===== config.mk =====
export PLATFORM = sky130hd
export DESIGN_NAME = braille_serpentine_emboss_sequencer
export DESIGN_NICKNAME = d
export VERILOG_FILES = /design/src/hdl/bse_pkg.sv /design/src/hdl/bse_row_tracker.sv /design/src/hdl/bse_dot_shifter.sv /design/src/hdl/braille_serpentine_emboss_sequencer.sv
export SDC_FILE = /design/constraint.sdc
export NUM_CORES = 1
export LEC_CHECK = 0
export ABC_AREA = 1
export BUFFER_PORTS_ARGS = -buffer_cell sky130_fd_sc_hd__buf_2
export CAP_MARGIN = 20
export CORE_MARGIN = 3
export CORE_UTILIZATION = 25
export DETAILED_ROUTE_END_ITERATION = 8
export HOLD_SLACK_MARGIN = 0.12
export PLACE_DENSITY = 0.53
export SLEW_MARGIN = 20
export SYNTH_ARGS = -nofsm -noshare
export SYNTH_HDL_FRONTEND = slang
export SYNTH_SLANG_ARGS = --single-unit

===== constraint.sdc =====
create_clock -name clock -period 2.15 [get_ports clock]
set_input_delay 0.43 -clock clock [delete_from_list [all_inputs] [get_ports clock]]
set_output_delay 0.43 -clock clock [all_outputs]
set_load 0.02 [all_outputs]

===== src/hdl/bse_pkg.sv =====
// Shared types and constants for the braille serpentine emboss sequencer.
// Used by the row tracker, the dot shifter and the top level; no dependencies.
`default_nettype none

package bse_pkg;

   localparam int MAX_COLS_DEF = 30;
   localparam int ROW_DOTS_W   = 30;
   localparam int ROWS_W       = 8;
   localparam int COLS_CFG_W   = 5;
   localparam int CSR_DATA_W   = 8;
   localparam int CSR_INDEX_W  = 1;

   localparam logic [ROWS_W-1:0]     ROWS_RESET = 8'd3;
   localparam logic [COLS_CFG_W-1:0] COLS_RESET = 5'd2;

   localparam logic [CSR_INDEX_W-1:0] CSR_ROWS_IN_USE = 1'b0;
   localparam logic [CSR_INDEX_W-1:0] CSR_COLS_IN_USE = 1'b1;

   typedef enum logic [2:0] {
      CMD_SETDIR = 3'd0,
      CMD_STRIKE = 3'd1,
      CMD_XSHORT = 3'd2,
      CMD_XLONG  = 3'd3,
      CMD_YSHORT = 3'd4,
      CMD_YLONG  = 3'd5
   } cmd_type;

   typedef enum logic [2:0] {
      ST_IDLE,
      ST_SETDIR,
      ST_DOT,
      ST_XMOVE,
      ST_YMOVE
   } state_type;

   typedef struct packed {
      logic forward;
      logic last_row;
      logic phase_two;
   } row_info_type;

endpackage

`default_nettype wire


===== src/hdl/bse_row_tracker.sv =====
// Row counter and braille line phase for the emboss sequencer.
// Depends on bse_pkg for widths and the row_info_type struct.
`default_nettype none

module bse_row_tracker (
   input  wire logic                       clock,
   input  wire logic                       reset,
   input  wire logic                       advance,
   input  wire logic [bse_pkg::ROWS_W-1:0] rows_in_use,
   output bse_pkg::row_info_type           row_info
);

   localparam int RW = bse_pkg::ROWS_W;

   logic [RW-1:0] row_index_ff, row_index_in;
   logic [1:0]    line_phase_ff, line_phase_in;
   logic [RW-1:0] row_next;
   logic          last_row;

   // rows_in_use of zero wraps to a full 256-row job
   assign last_row = (row_index_ff == RW'(rows_in_use - 1'b1));
   assign row_next = RW'(row_index_ff + 1'b1);

   always_comb begin
      row_index_in  = row_index_ff;
      line_phase_in = line_phase_ff;
      if (advance) begin
         if (last_row || (row_next == '0)) begin
            row_index_in  = '0;
            line_phase_in = 2'd0;
         end else begin
            row_index_in  = row_next;
            line_phase_in = (line_phase_ff >= 2'd2) ? 2'd0 : 2'(line_phase_ff + 1'b1);
         end
      end
   end

   always_ff @(posedge clock) begin
      if (reset) begin
         row_index_ff  <= '0;
         line_phase_ff <= 2'd0;
      end else begin
         row_index_ff  <= row_index_in;
         line_phase_ff <= line_phase_in;
      end
   end

   assign row_info.forward   = ~row_index_ff[0];
   assign row_info.last_row  = last_row;
   assign row_info.phase_two = (line_phase_ff == 2'd2);

endmodule

`default_nettype wire


===== src/hdl/bse_dot_shifter.sv =====
// Column shift register: holds one row of dots and presents one dot per step.
// Forward rows shift toward bit 0; reverse rows shift up past the last column tap.
`default_nettype none

module bse_dot_shifter #(
   parameter int MAX_COLS = bse_pkg::MAX_COLS_DEF,
   parameter int COL_W    = $clog2(MAX_COLS + 1)
) (
   input  wire logic                           clock,
   input  wire logic                           load,
   input  wire logic                           shift,
   input  wire logic                           forward,
   input  wire logic [bse_pkg::ROW_DOTS_W-1:0] row_dots,
   input  wire logic [COL_W-1:0]               last_col,
   output logic                                dot
);

   localparam int IDX_W = (MAX_COLS > 1) ? $clog2(MAX_COLS) : 1;

   logic [MAX_COLS-1:0] shift_ff, shift_in;
   logic [MAX_COLS-1:0] load_vec;
   logic                rev_dot;

   // columns past the input width read as empty
   for (genvar i = 0; i < MAX_COLS; i++) begin : g_load
      if (i < bse_pkg::ROW_DOTS_W) begin : g_dot
         assign load_vec[i] = row_dots[i];
      end else begin : g_pad
         assign load_vec[i] = 1'b0;
      end
   end

   always_comb begin
      shift_in = shift_ff;
      if (load) begin
         shift_in = load_vec;
      end else if (shift) begin
         shift_in = forward ? (shift_ff >> 1) : (shift_ff << 1);
      end
   end

   always_ff @(posedge clock) begin
      shift_ff <= shift_in;
   end

   assign rev_dot = (last_col < COL_W'(MAX_COLS)) ? shift_ff[last_col[IDX_W-1:0]] : 1'b0;
   assign dot     = forward ? shift_ff[0] : rev_dot;

endmodule

`default_nettype wire


===== src/hdl/braille_serpentine_emboss_sequencer.sv =====
// Braille serpentine emboss sequencer: one row of dots in, its actuator commands out.
// Depends on bse_pkg, bse_row_tracker and bse_dot_shifter.
//
// Each accepted row is held in a column shift register that advances one column per
// dot step, and a sequencer emits one command per cycle while no result waits on
// rsp_ready (a dot step with a clear dot emits none): set direction, then for every
// column a dot step (strike when the dot is set) and an X move between columns, then a
// Y move unless the row is the last of the job. The next row is taken once the
// current one has issued its final command; that command may still wait in the output
// register while the new row is accepted. rsp_last marks the final command of a row
// and rsp_job_done the final command of the last configured row.
`default_nettype none

module braille_serpentine_emboss_sequencer #(
   parameter int MAX_COLS = bse_pkg::MAX_COLS_DEF
) (
   input  wire logic                            clock,
   input  wire logic                            reset,
   input  wire logic                            req_valid,
   output logic                                 req_ready,
   input  wire logic [bse_pkg::ROW_DOTS_W-1:0]  req_row_dots,
   output logic                                 rsp_valid,
   input  wire logic                            rsp_ready,
   output logic [2:0]                           rsp_command,
   output logic                                 rsp_forward,
   output logic                                 rsp_last,
   output logic                                 rsp_job_done,
   input  wire logic                            csr_write,
   input  wire logic [bse_pkg::CSR_INDEX_W-1:0] csr_index,
   input  wire logic [bse_pkg::CSR_DATA_W-1:0]  csr_wdata
);

   localparam int COL_W = $clog2(MAX_COLS + 1);
   localparam int CW    = bse_pkg::COLS_CFG_W;
   localparam int RW    = bse_pkg::ROWS_W;

   logic [RW-1:0] rows_cfg_ff;
   logic [CW-1:0] cols_cfg_ff;

   bse_pkg::state_type    state_ff, state_in;
   bse_pkg::row_info_type row_info;
   bse_pkg::cmd_type      cmd, rsp_cmd_ff;

   logic [COL_W-1:0] cols_sat, cols_ff, cols_m1_ff, pos_ff, pos_in, pos_next;
   logic             forward_ff, last_row_ff, phase_two_ff;
   logic             rsp_valid_ff, rsp_valid_in, rsp_last_ff, rsp_job_done_ff;
   logic             rsp_forward_ff;
   logic             accept, adv, emit, last, shift_en, dot;

   // configuration registers
   always_ff @(posedge clock) begin
      if (reset) begin
         rows_cfg_ff <= bse_pkg::ROWS_RESET;
         cols_cfg_ff <= bse_pkg::COLS_RESET;
      end else if (csr_write) begin
         unique case (csr_index)
            bse_pkg::CSR_ROWS_IN_USE: rows_cfg_ff <= csr_wdata[RW-1:0];
            bse_pkg::CSR_COLS_IN_USE: cols_cfg_ff <= csr_wdata[CW-1:0];
            default: ;
         endcase
      end
   end

   assign cols_sat = (cols_cfg_ff > CW'(MAX_COLS)) ? COL_W'(MAX_COLS) : COL_W'(cols_cfg_ff);

   assign req_ready = (state_ff == bse_pkg::ST_IDLE);
   assign accept    = req_valid && req_ready;
   assign adv       = !rsp_valid_ff || rsp_ready;
   assign pos_next  = COL_W'(pos_ff + 1'b1);

   bse_row_tracker u_rows (
      .clock       (clock),
      .reset       (reset),
      .advance     (accept),
      .rows_in_use (rows_cfg_ff),
      .row_info    (row_info)
   );

   bse_dot_shifter #(
      .MAX_COLS (MAX_COLS),
      .COL_W    (COL_W)
   ) u_dots (
      .clock    (clock),
      .load     (accept),
      .shift    (shift_en),
      .forward  (forward_ff),
      .row_dots (req_row_dots),
      .last_col (cols_m1_ff),
      .dot      (dot)
   );

   // row context, captured per transaction
   always_ff @(posedge clock) begin
      if (accept) begin
         cols_ff      <= cols_sat;
         cols_m1_ff   <= COL_W'(cols_sat - 1'b1);
         forward_ff   <= row_info.forward;
         last_row_ff  <= row_info.last_row;
         phase_two_ff <= row_info.phase_two;
      end
   end

   // command sequencer; last is found ahead from the next dot
   always_comb begin
      state_in = state_ff;
      pos_in   = pos_ff;
      emit     = 1'b0;
      cmd      = bse_pkg::CMD_SETDIR;
      last     = 1'b0;
      shift_en = 1'b0;
      unique case (state_ff)
         bse_pkg::ST_IDLE: begin
            pos_in = '0;
            if (req_valid) begin
               state_in = bse_pkg::ST_SETDIR;
            end
         end
         bse_pkg::ST_SETDIR: begin
            if (adv) begin
               emit = 1'b1;
               cmd  = bse_pkg::CMD_SETDIR;
               last = last_row_ff && ((cols_ff == '0) || ((cols_ff == COL_W'(1)) && !dot));
               if (last) begin
                  state_in = bse_pkg::ST_IDLE;
               end else if (cols_ff == '0) begin
                  state_in = bse_pkg::ST_YMOVE;
               end else begin
                  state_in = bse_pkg::ST_DOT;
               end
            end
         end
         bse_pkg::ST_DOT: begin
            if (adv) begin
               emit     = dot;
               cmd      = bse_pkg::CMD_STRIKE;
               shift_en = 1'b1;
               last     = last_row_ff && (pos_ff == cols_m1_ff);
               if (pos_ff == cols_m1_ff) begin
                  state_in = last_row_ff ? bse_pkg::ST_IDLE : bse_pkg::ST_YMOVE;
               end else begin
                  state_in = bse_pkg::ST_XMOVE;
               end
            end
         end
         bse_pkg::ST_XMOVE: begin
            if (adv) begin
               emit   = 1'b1;
               cmd    = pos_ff[0] ? bse_pkg::CMD_XLONG : bse_pkg::CMD_XSHORT;
               last   = last_row_ff && (pos_next == cols_m1_ff) && !dot;
               pos_in = pos_next;
               state_in = last ? bse_pkg::ST_IDLE : bse_pkg::ST_DOT;
            end
         end
         bse_pkg::ST_YMOVE: begin
            if (adv) begin
               emit     = 1'b1;
               cmd      = phase_two_ff ? bse_pkg::CMD_YLONG : bse_pkg::CMD_YSHORT;
               last     = 1'b1;
               state_in = bse_pkg::ST_IDLE;
            end
         end
         default: begin
            state_in = bse_pkg::ST_IDLE;
         end
      endcase
   end

   always_ff @(posedge clock) begin
      if (reset) begin
         state_ff <= bse_pkg::ST_IDLE;
      end else begin
         state_ff <= state_in;
      end
   end

   always_ff @(posedge clock) begin
      pos_ff <= pos_in;
   end

   // output register
   always_comb begin
      rsp_valid_in = rsp_valid_ff;
      if (emit) begin
         rsp_valid_in = 1'b1;
      end else if (rsp_ready) begin
         rsp_valid_in = 1'b0;
      end
   end

   always_ff @(posedge clock) begin
      if (reset) begin
         rsp_valid_ff <= 1'b0;
      end else begin
         rsp_valid_ff <= rsp_valid_in;
      end
   end

   always_ff @(posedge clock) begin
      if (emit) begin
         rsp_cmd_ff      <= cmd;
         rsp_last_ff     <= last;
         rsp_job_done_ff <= last && last_row_ff;
         rsp_forward_ff  <= forward_ff;
      end
   end

   assign rsp_valid    = rsp_valid_ff;
   assign rsp_command  = rsp_cmd_ff;
   assign rsp_forward  = rsp_forward_ff;
   assign rsp_last     = rsp_last_ff;
   assign rsp_job_done = rsp_job_done_ff;

`ifndef SYNTHESIS
   a_done_is_last: assert property (@(posedge clock) disable iff (reset)
      rsp_valid_ff && rsp_job_done_ff |-> rsp_last_ff)
      else $error("job_done without last");

   a_ymove_is_last: assert property (@(posedge clock) disable iff (reset)
      rsp_valid_ff && ((rsp_cmd_ff == bse_pkg::CMD_YSHORT) || (rsp_cmd_ff == bse_pkg::CMD_YLONG))
      |-> rsp_last_ff && !rsp_job_done_ff)
      else $error("Y move not final or on last row");

   a_accept_starts_row: assert property (@(posedge clock) disable iff (reset)
      accept |=> state_ff == bse_pkg::ST_SETDIR)
      else $error("accepted row did not start with set direction");

   a_pos_in_range: assert property (@(posedge clock) disable iff (reset)
      (state_ff == bse_pkg::ST_DOT) || (state_ff == bse_pkg::ST_XMOVE) |-> pos_ff < cols_ff)
      else $error("column position beyond columns in use");

   a_emit_has_room: assert property (@(posedge clock) disable iff (reset)
      emit |-> !rsp_valid_ff || rsp_ready)
      else $error("result overwritten before taken");
`endif

endmodule

`default_nettype wire

==> metrics.md <==
| Metric | Value |
|---|---|
| Main synth FF type | `edfxtp_1` |
| Clk pin slew, worst setup/hold paths | `60 ps` |
| Nets@finish | `656` |
| Worst reg2reg path endpoint | `rsp_command[1]` |
| Cts hold-fix bufs | `0` |
| Max incr delay on CP | `410 ps` |
| Final min period | `1850 ps` |
| R2R depth | `12` |
| CP endpoint kind | `flip-flop` |
| R2R Path Start | `cols_m1_ff[0]` |
| CP Launch Point | `cols_m1_ff[0]` |
| Largest net degree at the start of global routing | `36` |
| Starting Density | `0.257` |
| Most common cell in the synthesized netlist | `nand2_1` |
| Setup Viol. Count Final | `0` |
| IO Pins | `52` |
| Vias | `3685` |
| Crit path required time | `2180 ps` |
| H-tree levels | `3` |
| Async S/R FF share, synth | `0` |
| Slew @ Worst Pin | `442 ps` |
| Max Fclk | `0.542 GHz` |
| Fin Setup TNS | `0 ps` |
| RePlAce Congestion | `0.851` |
| Crit-path cells | `buf_12, inv_6, nand2_1, nand3_1, nand3_1, nand2_1, nand2_1, nand3_1, nand3_2, nand3_1, nand2_1, inv_1` |
| Outcome | `complete, no violations` |
| Initial antenna violation count | `0` |
| Routed Antenna Nets | `0` |
| CTS Buf Count | `9` |
| Synth area leaders | `edfxtp_1 (36%), nand2_1 (12%), dfxtp_1 (12%), nor2_1 (6.3%), inv_1 (4.4%)` |
| Synth cell types | `39` |
| Clock Path Buffers | `2` |
| Hold Fails Final Rpt | `0` |
| DIE HEIGHT | `140 um` |
| P&R area growth vs syn | `19.5%` |
| Layout cells sized above 1 | `0.171` |
| PwrDens | `1280 mW/mm^2` |
| Syn Inst Count | `554` |
| Area share of the largest cell type after synthesis | `0.363` |
| Lkg Pwr | `0.00225 uW` |
| Post-CTS Setup Bufs | `0` |
| WS Path Type | `reg -> reg` |
| CTS Root Cell | `clkbuf_16` |
| Die Span X | `140 um` |
| Drt pass-1 iters | `4` |
| Delay-heaviest family, CP | `simple AND/OR/NAND/NOR gates` |
| Synth Cell Area | `0.00447 mm^2` |
| Storage element area | `0.00216 mm^2` |
| Gr usage total | `0.111` |
| Period Utilization, post-route | `0.858` |
| MaxCap Viol Count | `0` |
| Synthesized area per cell | `8.07 um^2` |
| Leading area contributor after synthesis | `edfxtp_1` |
| Top cell types by occurrence after synthesis | `nand2_1 (148), nor2_1 (75), edfxtp_1 (54)` |
| VDD IR max | `0.575 mV` |
| Hold Path Class | `in -> reg` |
| Critical-path maximum fanout | `18` |
| Clk_skew | `6.82 ps` |
| Synth Net Count | `602` |
| DP Wirelength | `7690 um` |
| Worst path bufs/invs | `3` |
| Post-DP Area | `0.00498 mm^2` |
| Vias in the first global route | `3616` |
| Crit path max-delay cell type | `edfxtp_1` |
| Port Buf Inserts | `51` |
| WL final | `10500 um` |
| Number of flops mapped to enable cells by yosys | `54` |
| End-of-flow core utilization | `0.307` |
| Sequential area share after synthesis | `0.483` |
| TritonCTS clock tree | `done` |
| Worst reg-to-reg setup slack | `300 ps` |
| Sink Count | `81` |
| First-pass GRT wire length | `17700 um` |
| Ant diodes | `0` |
| Synth warnings | `0` |
| Hold Slack | `307 ps` |
| Filler Cells Inserted | `1907` |
| WL per Instance | `12.5 um` |
| Stages on worst setup path | `12` |
| Footprint of the multi-input gates | `0.00196 mm^2` |
| Core Area | `0.0174 mm^2` |
| Die area | `0.0195 mm^2` |
| Gr ovfl total | `0` |
| Detailed Route Iter0 Violations | `260` |
| CP arrival | `1880 ps` |
| Rel. slew slack | `0.705` |
| Via density | `4.40` |
| Residual DRC | `0` |
| Clock latency on the worst-skew pair | `340 ps` |
| Post-cts gate resize count | `0` |
| Critical Path Source Type | `flip-flop` |
| Crit path capture | `rsp_command[1]` |
| Std-Cell Rows | `48` |
| Max Slew Vio Count | `0` |
| Final Cell Area | `0.00535 mm^2` |
| RSZ-0062 raised after global routing | `false` |
| Synth Register Bits | `81` |
[how the worst min path moves through the flow]
stage / startpoint / endpoint / slack (ps) / cells after the start
2_1_floorplan: cols_cfg_ff[0] / cols_cfg_ff[0] / 430 / 2
3_3_place_gp: cols_cfg_ff[1] / cols_ff[1] / 410 / 0
3_5_place_dp: cols_cfg_ff[1] / cols_ff[1] / 420 / 0
4_1_cts: csr_wdata[5] / rows_cfg_ff[5] / 290 / 3
5_1_grt: csr_wdata[5] / rows_cfg_ff[5] / 300 / 3
6_report: csr_wdata[5] / rows_cfg_ff[5] / 310 / 3
[final cells by class]
cell class	instances	area share
clock buffer	12	0.0522
clock inverter	4	0.0103
inverter	57	0.0410
multi-input combinational	392	0.367
sequential	81	0.404
tap	225	0.0527
timing repair buffer	67	0.0725
[kinds of logic (layout without fill, tap and decap cells)]
logic type	count (synthesis)	in the layout	synth area share
adders and majority gates	4	4	0.0112
and+or+nand+nor	281	281	0.264
buffers and inverters	81	140	0.0792
AOI/OAI and AO/OA	78	78	0.103
DFF	81	81	0.483
xor gates and xnor gates	29	29	0.0585
[cells in the final DEF (no fill, tap or decap), types with 4 or more instances in the layout]
master,netlist,layout
a31oi_1,28,28
xor2_1,17,17
nor2_1,75,75
edfxtp_1,54,54
o21ai_0,19,19
clkbuf_16,0,11
xnor2_1,11,11
buf_4,1,15
inv_1,52,52
ha_1,4,4
nand3_2,5,5
nor3_1,4,4
nand2_2,2,4
nand3_1,36,36
a21oi_2,4,4
buf_2,4,51
nand2_1,148,146
a21oi_1,19,19
dfxtp_1,27,27
[metrics by stage]
stage,std cells,total power [uW],worst slack (ps)
5_1_grt,838,7370,90.8
3_3_place_gp,818,5180,248
4_1_cts,834,6900,189
2_1_floorplan,554,4450,46.8
6_report,838,6840,304
3_5_place_dp,818,5180,197
[power breakdown]
group / leakage, uW / total [uW] / switching (uW) / internal, uW
logic: 0.00135 / 2270 / 1450 / 817
registers: 0.000745 / 2880 / 438 / 2440
clock network: 0.000160 / 1690 / 643 / 1050
[state kept, by name, summed over array words and instances, names as in the netlist]
| name | flops |
|---|---|
| cols_ff | 5 |
| last_row_ff | 1 |
| phase_two_ff | 1 |
| forward_ff | 1 |
| cols_cfg_ff | 5 |
| rsp_command | 3 |
| state_ff | 3 |
| u_rows.line_phase_ff | 2 |
| rsp_job_done | 1 |
| rsp_last | 1 |
| u_dots.shift_ff | 30 |
| pos_ff | 5 |
| rsp_valid | 1 |
| rows_cfg_ff | 8 |
| cols_m1_ff | 5 |
| rsp_forward | 1 |
| u_rows.row_index_ff | 8 |
[per-layer routing]
| metal | vias to the layer above | part of all wire | GRT usage |
|---|---|---|---|
| met5 | - | 0 | 0 |
| met4 | 0 | 0.014 | 0.0357 |
| met3 | 10 | 0.037 | 0.0268 |
| met2 | 47 | 0.46 | 0.177 |
| met1 | 1695 | 0.48 | 0.148 |
| li1 | 1933 | - | - |
[worst register-to-register path: stages (launching register included)]
cell      delay [ps]
edfxtp_1         410
buf_12           180
inv_6            110
nand2_1           60
nand3_1           70
nand3_1           70
nand2_1           70
nand2_1           40
nand3_1           90
nand3_2           90
nand3_1           80
nand2_1           70
inv_1            190
Power figures use the tool's default switching activity.
